[config.mk]
export PLATFORM = sky130hd
export DESIGN_NAME = midpoint_line_rasterizer_unit
export DESIGN_NICKNAME = d
export VERILOG_FILES = /design/src/hdl/mlr_pkg.sv /design/src/hdl/mlr_in_reg.sv /design/src/hdl/mlr_engine.sv /design/src/hdl/midpoint_line_rasterizer_unit.sv
export SDC_FILE = /design/constraint.sdc
export NUM_CORES = 1
export LEC_CHECK = 0
export ABC_AREA = 1
export ABC_CLOCK_PERIOD_IN_PS = 8000
export BUFFER_PORTS_ARGS = -buffer_cell sky130_fd_sc_hd__buf_2
export CORE_UTILIZATION = 45
export DETAILED_ROUTE_END_ITERATION = 8
export SETUP_SLACK_MARGIN = 0.3
export SYNTH_ARGS = -nofsm -noshare
export SYNTH_HDL_FRONTEND = slang
export SYNTH_SLANG_ARGS = --single-unit
[constraint.sdc]
create_clock -name clk -period 8 [get_ports clk]
set_input_delay 0.8 -clock clk [delete_from_list [all_inputs] [get_ports clk]]
set_output_delay 0.8 -clock clk [all_outputs]
set_load 0.03 [all_outputs]
[src/hdl/mlr_pkg.sv]
// Shared definitions for the midpoint line rasterizer.
// Holds the default coordinate width and the operation codes; no dependencies.
package mlr_pkg;

    localparam int COORD_BITS_DEF = 10;

    typedef enum logic
    {
        OP_LOAD = 1'b0,
        OP_TICK = 1'b1
    } op_t;

endpackage

[src/hdl/mlr_in_reg.sv]
// Input register stage of the line rasterizer: captures one beat and hands it on.
// Depends on mlr_pkg for the operation type.
module mlr_in_reg #(
    parameter int COORD_BITS = mlr_pkg::COORD_BITS_DEF
) (
    input  logic                  clk,
    input  logic                  rst_n,
    input  logic                  in_valid,
    output logic                  in_ready,
    input  mlr_pkg::op_t          op,
    input  logic [COORD_BITS-1:0] start_x,
    input  logic [COORD_BITS-1:0] start_y,
    input  logic [COORD_BITS-1:0] end_x,
    input  logic [COORD_BITS-1:0] end_y,
    output logic                  s_valid,
    input  logic                  s_ready,
    output mlr_pkg::op_t          s_op,
    output logic [COORD_BITS-1:0] s_start_x,
    output logic [COORD_BITS-1:0] s_start_y,
    output logic [COORD_BITS-1:0] s_end_x,
    output logic [COORD_BITS-1:0] s_end_y
);
    import mlr_pkg::*;

    logic                  valid_reg;
    logic                  valid_next;
    op_t                   op_reg;
    logic [COORD_BITS-1:0] sx_reg;
    logic [COORD_BITS-1:0] sy_reg;
    logic [COORD_BITS-1:0] ex_reg;
    logic [COORD_BITS-1:0] ey_reg;
    logic                  load_en;

    assign in_ready = !valid_reg || s_ready;
    assign load_en  = in_valid && in_ready;

    always_comb
    begin
        if (load_en)
        begin
            valid_next = 1'b1;
        end
        else if (s_ready)
        begin
            valid_next = 1'b0;
        end
        else
        begin
            valid_next = valid_reg;
        end
    end

    always_ff @(posedge clk or negedge rst_n)
    begin
        if (!rst_n)
        begin
            valid_reg <= 1'b0;
        end
        else
        begin
            valid_reg <= valid_next;
        end
    end

    always_ff @(posedge clk)
    begin
        if (load_en)
        begin
            op_reg <= op;
            sx_reg <= start_x;
            sy_reg <= start_y;
            ex_reg <= end_x;
            ey_reg <= end_y;
        end
    end

    assign s_valid   = valid_reg;
    assign s_op      = op_reg;
    assign s_start_x = sx_reg;
    assign s_start_y = sy_reg;
    assign s_end_x   = ex_reg;
    assign s_end_y   = ey_reg;

endmodule

[src/hdl/mlr_engine.sv]
// Line state, load setup, per-pixel midpoint step and output register.
// Depends on mlr_pkg for the operation codes.
module mlr_engine #(
    parameter int COORD_BITS = mlr_pkg::COORD_BITS_DEF
) (
    input  logic                  clk,
    input  logic                  rst_n,
    input  logic                  s_valid,
    output logic                  s_ready,
    input  mlr_pkg::op_t          s_op,
    input  logic [COORD_BITS-1:0] s_start_x,
    input  logic [COORD_BITS-1:0] s_start_y,
    input  logic [COORD_BITS-1:0] s_end_x,
    input  logic [COORD_BITS-1:0] s_end_y,
    output logic                  out_valid,
    input  logic                  out_ready,
    output logic [COORD_BITS-1:0] pixel_x,
    output logic [COORD_BITS-1:0] pixel_y,
    output logic                  last
);
    import mlr_pkg::*;

    localparam int DW = COORD_BITS + 2;

    logic [COORD_BITS-1:0] cur_x_reg, cur_x_next;
    logic [COORD_BITS-1:0] cur_y_reg, cur_y_next;
    logic [COORD_BITS-1:0] major_end_reg, major_end_next;
    logic [COORD_BITS-1:0] dmaj_reg, dmaj_next;
    logic [COORD_BITS-1:0] dmin_reg, dmin_next;
    logic signed [DW-1:0]  decision_reg, decision_next;
    logic                  y_major_reg, y_major_next;
    logic                  minor_neg_reg, minor_neg_next;
    logic                  active_reg, active_next;

    logic                  out_valid_reg, out_valid_next;
    logic [COORD_BITS-1:0] pixel_x_reg;
    logic [COORD_BITS-1:0] pixel_y_reg;
    logic                  last_reg;

    logic                  take;
    logic                  emit;

    logic [COORD_BITS-1:0] adx, ady;
    logic                  ld_y_major;
    logic                  ld_swap;
    logic [COORD_BITS-1:0] ld_sx, ld_sy, ld_ex, ld_ey;
    logic [COORD_BITS-1:0] ld_smin, ld_emin;
    logic [COORD_BITS-1:0] ld_dmaj, ld_dmin;

    logic [COORD_BITS-1:0] cur_major, cur_minor;
    logic [COORD_BITS-1:0] nxt_major, nxt_minor;
    logic                  is_last;
    logic signed [DW-1:0]  two_min, two_maj;

    assign s_ready = !out_valid_reg || out_ready;
    assign take    = s_valid && s_ready;
    assign emit    = take && (s_op == OP_TICK) && active_reg;

    always_comb
    begin
        adx = (s_start_x >= s_end_x) ? s_start_x - s_end_x : s_end_x - s_start_x;
        ady = (s_start_y >= s_end_y) ? s_start_y - s_end_y : s_end_y - s_start_y;
        ld_y_major = (ady >= adx) && (ady != '0);
        ld_swap    = ld_y_major ? (s_start_y > s_end_y) : (s_start_x > s_end_x);
        ld_sx   = ld_swap ? s_end_x   : s_start_x;
        ld_sy   = ld_swap ? s_end_y   : s_start_y;
        ld_ex   = ld_swap ? s_start_x : s_end_x;
        ld_ey   = ld_swap ? s_start_y : s_end_y;
        ld_smin = ld_y_major ? ld_sx : ld_sy;
        ld_emin = ld_y_major ? ld_ex : ld_ey;
        ld_dmaj = ld_y_major ? ady : adx;
        ld_dmin = ld_y_major ? adx : ady;
    end

    always_comb
    begin
        cur_major = y_major_reg ? cur_y_reg : cur_x_reg;
        cur_minor = y_major_reg ? cur_x_reg : cur_y_reg;
        is_last   = (cur_major == major_end_reg);
        two_min   = signed'({1'b0, dmin_reg, 1'b0});
        two_maj   = signed'({1'b0, dmaj_reg, 1'b0});
        nxt_major = cur_major + 1'b1;
        if (decision_reg >= 0)
        begin
            nxt_minor = minor_neg_reg ? cur_minor - 1'b1 : cur_minor + 1'b1;
        end
        else
        begin
            nxt_minor = cur_minor;
        end
    end

    always_comb
    begin
        cur_x_next     = cur_x_reg;
        cur_y_next     = cur_y_reg;
        major_end_next = major_end_reg;
        dmaj_next      = dmaj_reg;
        dmin_next      = dmin_reg;
        decision_next  = decision_reg;
        y_major_next   = y_major_reg;
        minor_neg_next = minor_neg_reg;
        active_next    = active_reg;
        if (take && (s_op == OP_LOAD))
        begin
            cur_x_next     = ld_sx;
            cur_y_next     = ld_sy;
            major_end_next = ld_y_major ? ld_ey : ld_ex;
            dmaj_next      = ld_dmaj;
            dmin_next      = ld_dmin;
            decision_next  = signed'({1'b0, ld_dmin, 1'b0}) - signed'({2'b00, ld_dmaj});
            y_major_next   = ld_y_major;
            minor_neg_next = ld_emin < ld_smin;
            active_next    = 1'b1;
        end
        else if (emit)
        begin
            if (is_last)
            begin
                active_next = 1'b0;
            end
            else
            begin
                cur_x_next = y_major_reg ? nxt_minor : nxt_major;
                cur_y_next = y_major_reg ? nxt_major : nxt_minor;
                if (decision_reg >= 0)
                begin
                    decision_next = decision_reg + two_min - two_maj;
                end
                else
                begin
                    decision_next = decision_reg + two_min;
                end
            end
        end
    end

    always_comb
    begin
        if (emit)
        begin
            out_valid_next = 1'b1;
        end
        else if (out_ready)
        begin
            out_valid_next = 1'b0;
        end
        else
        begin
            out_valid_next = out_valid_reg;
        end
    end

    always_ff @(posedge clk or negedge rst_n)
    begin
        if (!rst_n)
        begin
            cur_x_reg     <= '0;
            cur_y_reg     <= '0;
            major_end_reg <= '0;
            dmaj_reg      <= '0;
            dmin_reg      <= '0;
            decision_reg  <= '0;
            y_major_reg   <= 1'b0;
            minor_neg_reg <= 1'b0;
            active_reg    <= 1'b0;
            out_valid_reg <= 1'b0;
        end
        else
        begin
            cur_x_reg     <= cur_x_next;
            cur_y_reg     <= cur_y_next;
            major_end_reg <= major_end_next;
            dmaj_reg      <= dmaj_next;
            dmin_reg      <= dmin_next;
            decision_reg  <= decision_next;
            y_major_reg   <= y_major_next;
            minor_neg_reg <= minor_neg_next;
            active_reg    <= active_next;
            out_valid_reg <= out_valid_next;
        end
    end

    always_ff @(posedge clk)
    begin
        if (emit)
        begin
            pixel_x_reg <= cur_x_reg;
            pixel_y_reg <= cur_y_reg;
            last_reg    <= is_last;
        end
    end

    assign out_valid = out_valid_reg;
    assign pixel_x   = pixel_x_reg;
    assign pixel_y   = pixel_y_reg;
    assign last      = last_reg;

endmodule

[src/hdl/midpoint_line_rasterizer_unit.sv]
// Midpoint line rasterizer: top level joining the input register and the engine.
// Depends on mlr_pkg, mlr_in_reg and mlr_engine.
//
// Usage:
//   Input channel (in_valid/in_ready) carries op plus two endpoints. A beat
//   with op = load sets up a new line and yields no output beat; a beat with
//   op = tick yields one pixel while a line is active, else nothing.
//   Output channel (out_valid/out_ready) carries pixel_x, pixel_y and last;
//   last marks the final endpoint, after which ticks give nothing until the
//   next load.
//   A tick is registered in the input register and its pixel then in the
//   output register. Throughput: one beat per cycle while out_ready is
//   high, set by the combinational step of the engine between them.
//   Stall: while out_ready is low the output beat holds; one more input
//   beat is held in the input register, then in_ready drops.
//   Reset: clears both registers' valid flags and the line state; no line
//   is active, so ticks give nothing until a load.
module midpoint_line_rasterizer_unit #(
    parameter int COORD_BITS = mlr_pkg::COORD_BITS_DEF
) (
    input  logic                  clk,
    input  logic                  rst_n,
    input  logic                  in_valid,
    output logic                  in_ready,
    input  mlr_pkg::op_t          op,
    input  logic [COORD_BITS-1:0] start_x,
    input  logic [COORD_BITS-1:0] start_y,
    input  logic [COORD_BITS-1:0] end_x,
    input  logic [COORD_BITS-1:0] end_y,
    output logic                  out_valid,
    input  logic                  out_ready,
    output logic [COORD_BITS-1:0] pixel_x,
    output logic [COORD_BITS-1:0] pixel_y,
    output logic                  last
);
    import mlr_pkg::*;

    logic                  s_valid;
    logic                  s_ready;
    op_t                   s_op;
    logic [COORD_BITS-1:0] s_start_x;
    logic [COORD_BITS-1:0] s_start_y;
    logic [COORD_BITS-1:0] s_end_x;
    logic [COORD_BITS-1:0] s_end_y;

    mlr_in_reg #(
        .COORD_BITS (COORD_BITS)
    ) u_in_reg (
        .clk       (clk),
        .rst_n     (rst_n),
        .in_valid  (in_valid),
        .in_ready  (in_ready),
        .op        (op),
        .start_x   (start_x),
        .start_y   (start_y),
        .end_x     (end_x),
        .end_y     (end_y),
        .s_valid   (s_valid),
        .s_ready   (s_ready),
        .s_op      (s_op),
        .s_start_x (s_start_x),
        .s_start_y (s_start_y),
        .s_end_x   (s_end_x),
        .s_end_y   (s_end_y)
    );

    mlr_engine #(
        .COORD_BITS (COORD_BITS)
    ) u_engine (
        .clk       (clk),
        .rst_n     (rst_n),
        .s_valid   (s_valid),
        .s_ready   (s_ready),
        .s_op      (s_op),
        .s_start_x (s_start_x),
        .s_start_y (s_start_y),
        .s_end_x   (s_end_x),
        .s_end_y   (s_end_y),
        .out_valid (out_valid),
        .out_ready (out_ready),
        .pixel_x   (pixel_x),
        .pixel_y   (pixel_y),
        .last      (last)
    );

endmodule
# --- Word level (Yosys, flattened, before mapping) ---
# Index checks and enable logic that the tools add are counted.
# Widths: inputs -> output; s select.
op_classes:
  n_addsub: 10
  order_cmp: 7
  n_eq_ne: 2
  n_mux: 35
  n_bitwise: 1
  n_reduce_logical: 17
op_table:
  columns: ["operator", "count"]
  rows:
  - ["$mux 10", 23]
  - ["$mux 12", 4]
  - ["$sub 10x10->10", 4]
  - ["$ge 10x10->1", 3]
  - ["$add 10x1->10 const B", 2]
  - ["$gt 10x10->1", 2]
  - ["$add 12x12->12", 1]
  - ["$ge 12x1->1 const B", 1]
  - ["$sub 11x10->12", 1]
  - ["$sub 12x12->12", 1]
  - ["$eq 10x10->1", 1]
  - ["$lt 10x10->1", 1]
  - ["$reduce_bool 10->1", 1]
  - ["$sub 10x1->10 const B", 1]
  - ["$mux 1", 8]
  - ["$reduce_bool 2->1", 4]
  - ["$logic_and 1x1->1", 6]
  - ["$reduce_and 2->1", 2]
  - ["$logic_not 1->1", 2]
  - ["$logic_or 1x1->1", 2]
  - ["$ne 2x2->1 const B", 1]
  - ["$not 1->1", 1]
totals:
  register_bits: 129
  in_bits: 45
  output_inout_bits: 23
  word_cells: 91

# --- Logic depth before layout (Yosys ltp) ---
# Gate-level depths: netlist of run 1.
logic_depth:
  ltp_word: 8
  mapped_depth: 42
  depth_no_buf: 39

# --- Modules after synthesis ---
# A second synthesis of run 1 with hierarchy kept.
unflattened:
  hier_cells: 1325
  area_unflattened_um2: 10199.8
modules_own_cells:
  columns: ["mod", "instances", "cells_per_inst", "area_per_inst_um2"]
  rows:
  - ["mlr_engine", 1, 1278, 8923.6]
  - ["mlr_in_reg", 1, 47, 1276.2]

# --- Least setup slack after synthesis of run 1 ---
# Ideal clock, no wire load.
synth_path:
  kind: "reg-to-reg"
  start: "register u_in_reg.sx_reg[0] (netlist: u_in_reg.s_start_x[0])"
  end: "register u_engine.decision_reg[10]"
  setup_time_ps: 125
  arrival_time_ps: 5401
  required_ps: 7875
  slack_ps: 2474
  stages_incl_launch_ff: 37
  synth_period_minus_slack_ps: 5526
  path_cell_list: "edfxtp_1 -> inv_1 -> ha_1 -> inv_1 -> fa_1 -> nand2_1 -> nand3_1 -> nand2_1 -> nand3_2 -> inv_2 -> a21o_1 -> o21ai_0 -> a31oi_1 -> xor2_1 -> ha_1 -> a21oi_1 -> nor2_1 -> a211oi_1 -> nand2_2 -> nand2_2 -> buf_6 -> buf_2 -> nand2_1 -> o21ai_0 -> inv_1 -> fa_1 -> o21ai_0 -> a21oi_1 -> o21ai_0 -> and2_1 -> nor2_1 -> o21bai_1 -> a21o_1 -> a21oi_1 -> or2_0 -> nand2_1 -> a21oi_1"
synth_between:
  elab_chain_cells: 7
synth_rtl:
  columns: ["item", "line_no", "source"]
  rows:
  - ["start: declaration", "mlr_in_reg.sv:28", "logic [COORD_BITS-1:0] sx_reg;"]
  - ["start signal: assignment", "mlr_in_reg.sv:70", "sx_reg <= start_x;"]
  - ["$sub 10x10->10 / $ge 10x10->1 (equally long branches)", "mlr_engine.sv:61", "adx = (s_start_x >= s_end_x) ? s_start_x - s_end_x : s_end_x - s_start_x;"]
  - ["$mux 10 (*)", "mlr_engine.sv:61", null]
  - ["$ge 10x10->1", "mlr_engine.sv:63", "ld_y_major = (ady >= adx) && (ady != '0);"]
  - ["$logic_and 1x1->1", "mlr_engine.sv:63", null]
  - ["$mux 10 (*)", "mlr_engine.sv:71", "ld_dmaj = ld_y_major ? ady : adx;"]
  - ["net u_engine.ld_dmaj[1]", "mlr_engine.sv:48", "logic [COORD_BITS-1:0] ld_dmaj, ld_dmin;"]
  - ["$sub 11x10->12 (*)", "mlr_engine.sv:111", "decision_next = signed'({1'b0, ld_dmin, 1'b0}) - signed'({2'b00, ld_dmaj});"]
  - ["$mux 12 (*)", "mlr_engine.sv:104", "if (take && (s_op == OP_LOAD))"]
  - ["end signal: assignment", "mlr_engine.sv:176", "decision_reg <= decision_next;"]
  - ["end: declaration", "mlr_engine.sv:30", "logic signed [DW-1:0] decision_reg, decision_next;"]
# The timed path passes the listed nets; every way through them passes the cells marked *.
# A chain may end at the register's enable or synchronous reset.

# --- Worst setup path in the final report of run 1 ---
layout_path:
  start: "register u_in_reg.sx_reg[0] (netlist: u_in_reg.s_start_x[0])"
  end: "register u_engine.decision_reg[10]"
layout_between:
  elab_chain_cells: 7
layout_rtl:
  columns: ["item", "line_no"]
  rows:
  - ["$sub 10x10->10 / $ge 10x10->1 (equally long branches)", "mlr_engine.sv:61"]
  - ["$mux 10 (*)", "mlr_engine.sv:61"]
  - ["$ge 10x10->1", "mlr_engine.sv:63"]
  - ["$logic_and 1x1->1", "mlr_engine.sv:63"]
  - ["$mux 10 (on tied branches)", "mlr_engine.sv:72, mlr_engine.sv:71"]
  - ["$sub 11x10->12 (*)", "mlr_engine.sv:111"]
  - ["$mux 12 (*)", "mlr_engine.sv:104"]
# Every way passes the cells marked *; elsewhere a longest branch is shown, timed or not.

==> results.py, run 1 <==
metrics = {
    "sta": {
        "setup_tns_ns": 0,
        "fin_hold_ws_ns": 0.448,
        "min_period_ns": 6.40,
        "fin_skew_ns": 0.00887,
        "rsz0062_at_grt": "no",
        "tightest_slew_ns": 0.900,
        "maxSlewHeadroom": 0.400,
        "post-route-period-util": 0.800,
        "fmax_ghz": 0.156,
        "slew_viol_final": 0,
        "finalHoldViolations": 0,
        "setup_viol": 0,
    },
    "synthesis": {
        "synth_cells": 1337,
        "synthDistinctLibCells": 51,
        "synth_fp_nets": 1484,
        "ys_top_cells_by_area": "edfxtp_1, dfrtp_1, nand2_1, ha_1, inv_1",
        "netlist_top_cells_count": "nand2_1, inv_1, o21ai_0",
        "ys_seq_area_frac": 0.341,
        "synthFlopType": "dfrtp_1",
        "synth_top_area_share": 0.181,
        "yosysMostFrequentCell": "nand2_1",
        "synth_edf_count": 62,
        "synth.ff_latch_count": 128,
        "ys_async_sr_fraction": 0.516,
        "synth_area_per_cell_sq_um": 7.71,
        "yosys.area.top_type": "edfxtp_1",
        "yosysWarningCount": 0,
        "synthesis.area_sq_um": 10300,
    },
    "critical_path": {
        "critPathLaunchType": "flip-flop",
        "critPathMostFrequentCell": "nand2_1",
        "cp-endpoint": "u_engine.decision_reg[10]",
        "cp_data_required_time_ns": 8.30,
        "worst_path_max_delay_cell": "edfxtp_1",
        "rrSetupSlack_ns": 1.60,
        "worstSetupPathType": "flip-flop to flip-flop",
        "r2r_cells": 36,
        "regToRegStartpoint": "u_in_reg.s_start_x[0]",
        "cpPeakStageDelay_ns": 0.41,
        "end_kind": "flip-flop",
        "critPathLaunch": "u_in_reg.s_start_x[0]",
        "cp.arrival_ns": 6.70,
        "critPathMaxFanout": 46,
        "rr_endpoint": "u_engine.decision_reg[10]",
    },
    "power_and_ir_drop": {
        "ir_drop_mv": 0.184,
        "p_comb_frac": 0.668,
        "p_leak_nw": 5.60,
        "p_per_area_nw_per_um2": 490,
        "seq_power_share": 0.191,
        "p_int_mw": 2.73,
        "swShare": 0.511,
        "power_switching_mw": 2.85,
        "p_clk_frac": 0.141,
    },
    "clock_network": {
        "ctsResizeCount": 0,
        "tritoncts": "built",
        "cts_hold_buffers": 0,
        "clk_transition_reported_paths_ns": 0.07,
        "cts_root_buffer": "clkbuf_16",
        "cts_sinks": 128,
        "cts_setup_buffers": 0,
        "cts_buffer_depth": 2,
        "clk_latency_ns": 0.43,
        "htreeDepth": 4,
        "cts_made_buffers": 17,
    },
    "floorplanning": {
        "rows": 55,
        "initial_utilization": 0.457,
        "core_sq_um": 22600,
        "die_area_sq_um": 23500,
        "io_pins": 68,
        "die_w_um": 153,
        "die_y_um": 153,
    },
    "grt": {
        "grt_pass1_wl_um": 45800,
        "grt_use_total": 0.251,
        "grt_max_degree": 67,
        "antenna_found_initial": 0,
        "grt_pass1_vias": 8641,
        "overflow": 0,
    },
    "hold_path": {
        "hp-class": "flip-flop to flip-flop",
    },
    "routing": {
        "drt_iter0_drc": 496,
        "met2_wirelength_um": 12700,
        "routed_via_density": 5.30,
        "wl_met1_um": 13700,
        "dr.max_layer_used": "met4",
        "drt_pass1_iterations": 5,
        "drt_wl_total_um": 28200,
        "final_antenna_net_count": 0,
        "drc_errors": 0,
        "vias": 8928,
        "wl_per_cell_um": 16.7,
        "dr_wl_met3_um": 1270,
    },
    "final_layout": {
        "largest_reg_flops": 11,
        "n_antenna_cell": 0,
        "final_layout_size_suffix_gt1_frac": 0.108,
        "area_growth_pct": 10.5,
        "fin_cells": 1683,
        "final_nets": 1532,
        "final_util": 0.505,
    },
    "run_status": {
        "status": "complete, no violations",
    },
    "placed_design": {
        "hpwlAfterDp_um": 22100,
        "portBuffers": 67,
        "numPlacedInstances": 1651,
        "place_congestion": 0.950,
    },
    "flow_run": {
        "drv_cap": 0,
    },
}
==> power groups by stage <==
stage          clock [mW]  combinational [mW]  sequential [mW]
4_1_cts             0.806                3.72             1.07
6_report            0.789                3.73             1.07
5_1_grt             0.828                4.29             1.09
3_3_place_gp            0                3.64             1.07
3_5_place_dp            0                3.69             1.08
2_1_floorplan           0                2.91             1.05
==> layout make-up <==
| type | instances | area (sq um) |
|---|---|---|
| Timing Repair Buffer | 74 | 388 |
| Sequential cell | 128 | 3510 |
| Clock inverter | 14 | 158 |
| Multi-Input combinational cell | 993 | 5910 |
| Fill cell | 2234 | 11200 |
| Tap cell | 285 | 357 |
| Clock buffer | 18 | 429 |
| Inverter | 171 | 644 |
==> worst min-delay path by stage <==
stage | start | to | slack, ns | cells after the start
floorplan | u_engine.cur_x_reg[2] | u_engine.pixel_x[2] | 0.42 | 0
global placement | u_engine.cur_y_reg[6] | u_engine.pixel_y[6] | 0.43 | 0
detailed placement | u_engine.cur_y_reg[4] | u_engine.pixel_y[4] | 0.43 | 0
CTS | u_engine.cur_y_reg[4] | u_engine.pixel_y[4] | 0.45 | 0
global route | u_engine.cur_y_reg[6] | u_engine.pixel_y[6] | 0.47 | 0
finish | u_engine.cur_y_reg[4] | u_engine.pixel_y[4] | 0.45 | 0
==> layout by cell type, fill, tap and decap left out, types with 4 or more instances in the layout <==
cell and instances:
a21o_1 7, a21oi_1 74, a31oi_1 8, and2_1 4, buf_2 67, buf_4 7, clkbuf_16 17, clkinv_4 4
dfrtp_1 66, edfxtp_1 62, fa_1 8, ha_1 94, inv_1 158, inv_2 9, mux2i_1 20, nand2_1 364
nand2_2 7, nand3_1 56, nand4_1 8, nor2_1 66, nor2_2 5, o211ai_1 15, o21a_1 4, o21ai_0 113
o21ai_1 14, o21ai_2 10, o21bai_1 7, o221ai_1 18, or2_2 4, xnor2_1 18, xor2_1 42
==> metal layers <==
| metal | vias up | track usage |
|---|---|---|
| li1 | 4540 | - |
| met1 | 4138 | 0.351 |
| met2 | 209 | 0.399 |
| met3 | 41 | 0.0405 |
| met4 | 0 | 0.0710 |
| met5 | - | 0 |
==> cells by family (layout without fill, tap and decap cells) <==
family,after synthesis,after routing,synth area share
AOI/OAI and AO/OA,281,281,0.159
xor gates and xnor gates,60,60,0.0510
adders and majority gates,102,102,0.130
buffers and inverters,216,277,0.0864
DFF,128,128,0.341
muxes,20,20,0.0194
and+or+nand+nor,530,530,0.214
==> worst max-delay path: cells and delay by family, from the launching register on <==
family / cells / cell delay [ns]
AOI/OAI and AO/OA: 13 / 1.91
and+or+nand+nor: 13 / 1.44
adders and majority gates: 4 / 1.25
buffers and inverters: 5 / 1.00
DFF: 1 / 0.41
xor gates and xnor gates: 1 / 0.26
==> through the flow <==
step                      setup slack (ns)  area, sq um  total power [mW]
final                                 1.60        11400              5.59
after global routing                 0.739        11400              6.21
after global placement                1.77        10800              4.72
after detailed placement              1.69        10800              4.77
after floorplan                       2.47        10300              3.96
after CTS                             1.63        11400              5.60
Note: power is estimated with default switching activity, not from simulation.
==> run 2: changes to the inputs <==
- ABC_CLOCK_PERIOD_IN_PS: 8000 -> 6180
- clock period: 8 -> 6.18 ns (I/O delays scaled with it)
==> run 2 against run 1 <==
Against the previous run:
- sequential share of layout area shrank 0.80 points
- final area increased by 2.7%
- clock power is 26% higher
- combinational power grew 37%
- critical endpoint is now u_engine.minor_neg_reg
==> results.py, run 2 (same netlist as run 1, synthesis figures left out) <==
metrics = {
    "run_status": {
        "status": "complete, no violations",
    },
    "routing": {
        "final_antenna_net_count": 0,
        "vias": 9012,
        "drt_pass1_iterations": 7,
        "routed_via_density": 5.27,
        "drc_errors": 0,
        "drt_iter0_drc": 694,
        "drt_wl_total_um": 28000,
        "wl_per_cell_um": 16.3,
    },
    "final_layout": {
        "multi_input_area_sq_um": 6040,
        "final_nets": 1559,
        "ff_latch_area_sq_um": 3510,
        "fin_cells": 1710,
        "layout_common_cells": "nand2_1, inv_1, o21ai_0",
        "final_common_cell": "nand2_1",
        "final_layout_size_suffix_gt1_frac": 0.135,
        "largest_reg_flops": 11,
        "fillerInstances": 2208,
        "area_growth_pct": 13.5,
        "stdcell_area_sq_um": 11700,
        "final_util": 0.519,
        "n_antenna_cell": 0,
    },
    "sta": {
        "setup_viol": 0,
        "min_period_ns": 5.49,
        "tightest_slew_ns": 0.888,
        "fin_skew_ns": 0.0200,
        "fmax_ghz": 0.182,
        "maxSlewHeadroom": 0.408,
        "post-route-period-util": 0.889,
        "slew_viol_final": 0,
        "finalHoldViolations": 0,
        "setup_tns_ns": 0,
        "rsz0062_at_grt": "no",
    },
    "floorplanning": {
        "die_area_sq_um": 23500,
        "io_pins": 68,
        "rows": 55,
        "die_y_um": 153,
        "initial_utilization": 0.457,
        "core_sq_um": 22600,
        "die_w_um": 153,
    },
    "power_and_ir_drop": {
        "p_per_area_nw_per_um2": 640,
        "p_leak_nw": 5.74,
        "fin_total_pwr_mw": 7.49,
        "ir_drop_mv": 0.241,
    },
    "clock_network": {
        "clk_transition_reported_paths_ns": 0.07,
        "clk_latency_ns": 0.44,
        "cts_hold_buffers": 0,
        "cts_buffer_depth": 2,
        "tritoncts": "built",
        "cts_made_buffers": 17,
        "cts_root_buffer": "clkbuf_16",
        "htreeDepth": 4,
        "cts_sinks": 128,
    },
    "grt": {
        "antenna_found_initial": 0,
        "grt_pass1_vias": 8524,
        "grt_max_degree": 67,
        "grt_pass1_wl_um": 44500,
        "overflow": 0,
        "grt_use_total": 0.243,
    },
    "hold_path": {
        "hp-class": "input pin to flip-flop",
    },
    "placed_design": {
        "place_congestion": 0.940,
        "numPlacedInstances": 1662,
        "portBuffers": 67,
        "dpl_cell_area_sq_um": 10900,
        "hpwlAfterDp_um": 21500,
    },
    "critical_path": {
        "critPathMaxFanout": 10,
        "critPathMostFrequentCell": "nand2_1",
        "critPathLaunchType": "flip-flop",
        "worstSetupPathType": "flip-flop to flip-flop",
        "cpPeakStageDelay_ns": 0.44,
        "cp.arrival_ns": 5.86,
        "worst_path_max_delay_cell": "fa_1",
        "cp_data_required_time_ns": 6.55,
        "end_kind": "flip-flop",
    },
    "flow_run": {
        "drv_cap": 0,
    },
}
run 2: cell count changes in the layout (fill, tap and decap cells not counted), sizes merged:
cell | previous run | this run
clkinv | 9 | 4
bufinv | 2 | 0
clkbuf | 18 | 17
nand2 | 374 | 376
buf | 74 | 99
inv | 172 | 180
run 2: power breakdown:
part           internal (mW)  switching [mW]  total (mW)  leakage [nW]
sequential              1.17           0.212        1.38          1.40
combinational           1.96            3.16        5.12          4.07
clock                  0.534           0.460       0.994         0.274
total                   3.66            3.83        7.49          5.74
run 2: final timing paths:
path                                        from                endpoint  slack [ns]  cells after the start
hold / removal                          end_x[7]     u_in_reg.s_end_x[7]        0.34                      1
min in group asynchronous                  rst_n    u_engine.dmaj_reg[6]        0.40                      2
setup reg to reg           u_in_reg.s_start_y[0]  u_engine.minor_neg_reg        0.69                     35
setup / recovery           u_in_reg.s_start_y[0]  u_engine.minor_neg_reg        0.69                     35
max in group asynchronous                  rst_n      u_engine.out_valid        5.21                      2
hold reg to reg            u_engine.cur_y_reg[4]     u_engine.pixel_y[4]        0.45                      0
run 2: metal layers:
layer  up-vias  wire (um)  global-route usage
met5         -          0                   0
met4         0        752              0.0895
met3        48       1310              0.0363
met1      4130      13500               0.337
li1       4602          -                   -
met2       232      12400               0.383
run 2: critical path: cells and delay by family, from the launching register on:
| kind | cells | cell delay (ns) |
|---|---|---|
| flops | 1 | 0.43 |
| compound gates | 9 | 1.35 |
| simple gates | 16 | 1.66 |
| mux | 1 | 0.08 |
| fa+ha+maj | 4 | 1.24 |
| buf+inv | 5 | 0.61 |
run 2: repair_timing:
action	in CTS	in global routing
pin swaps	1	12
setup endpoints to repair	3	6
cloned	0	2
buffers inserted	1	13
gates resized for setup	4	30
run 2: through the flow:
| step | hold slack, ns | worst slack, ns |
|---|---|---|
| 4_1_cts | 0.343 | 0.308 |
| 5_1_grt | 0.347 | 0.271 |
| 3_5_place_dp | 0.434 | 0.128 |
| 6_report | 0.345 | 0.688 |
| 3_3_place_gp | 0.431 | 0.217 |
| 2_1_floorplan | 0.322 | 0.654 |
run 2: area by class of cell:
cell class | count | share of cell area
multi-input combinational | 995 | 0.516
sequential | 128 | 0.300
inverter | 171 | 0.0555
timing repair buffer | 99 | 0.0498
clock buffer | 17 | 0.0363
tap | 285 | 0.0305
clock inverter | 15 | 0.0119
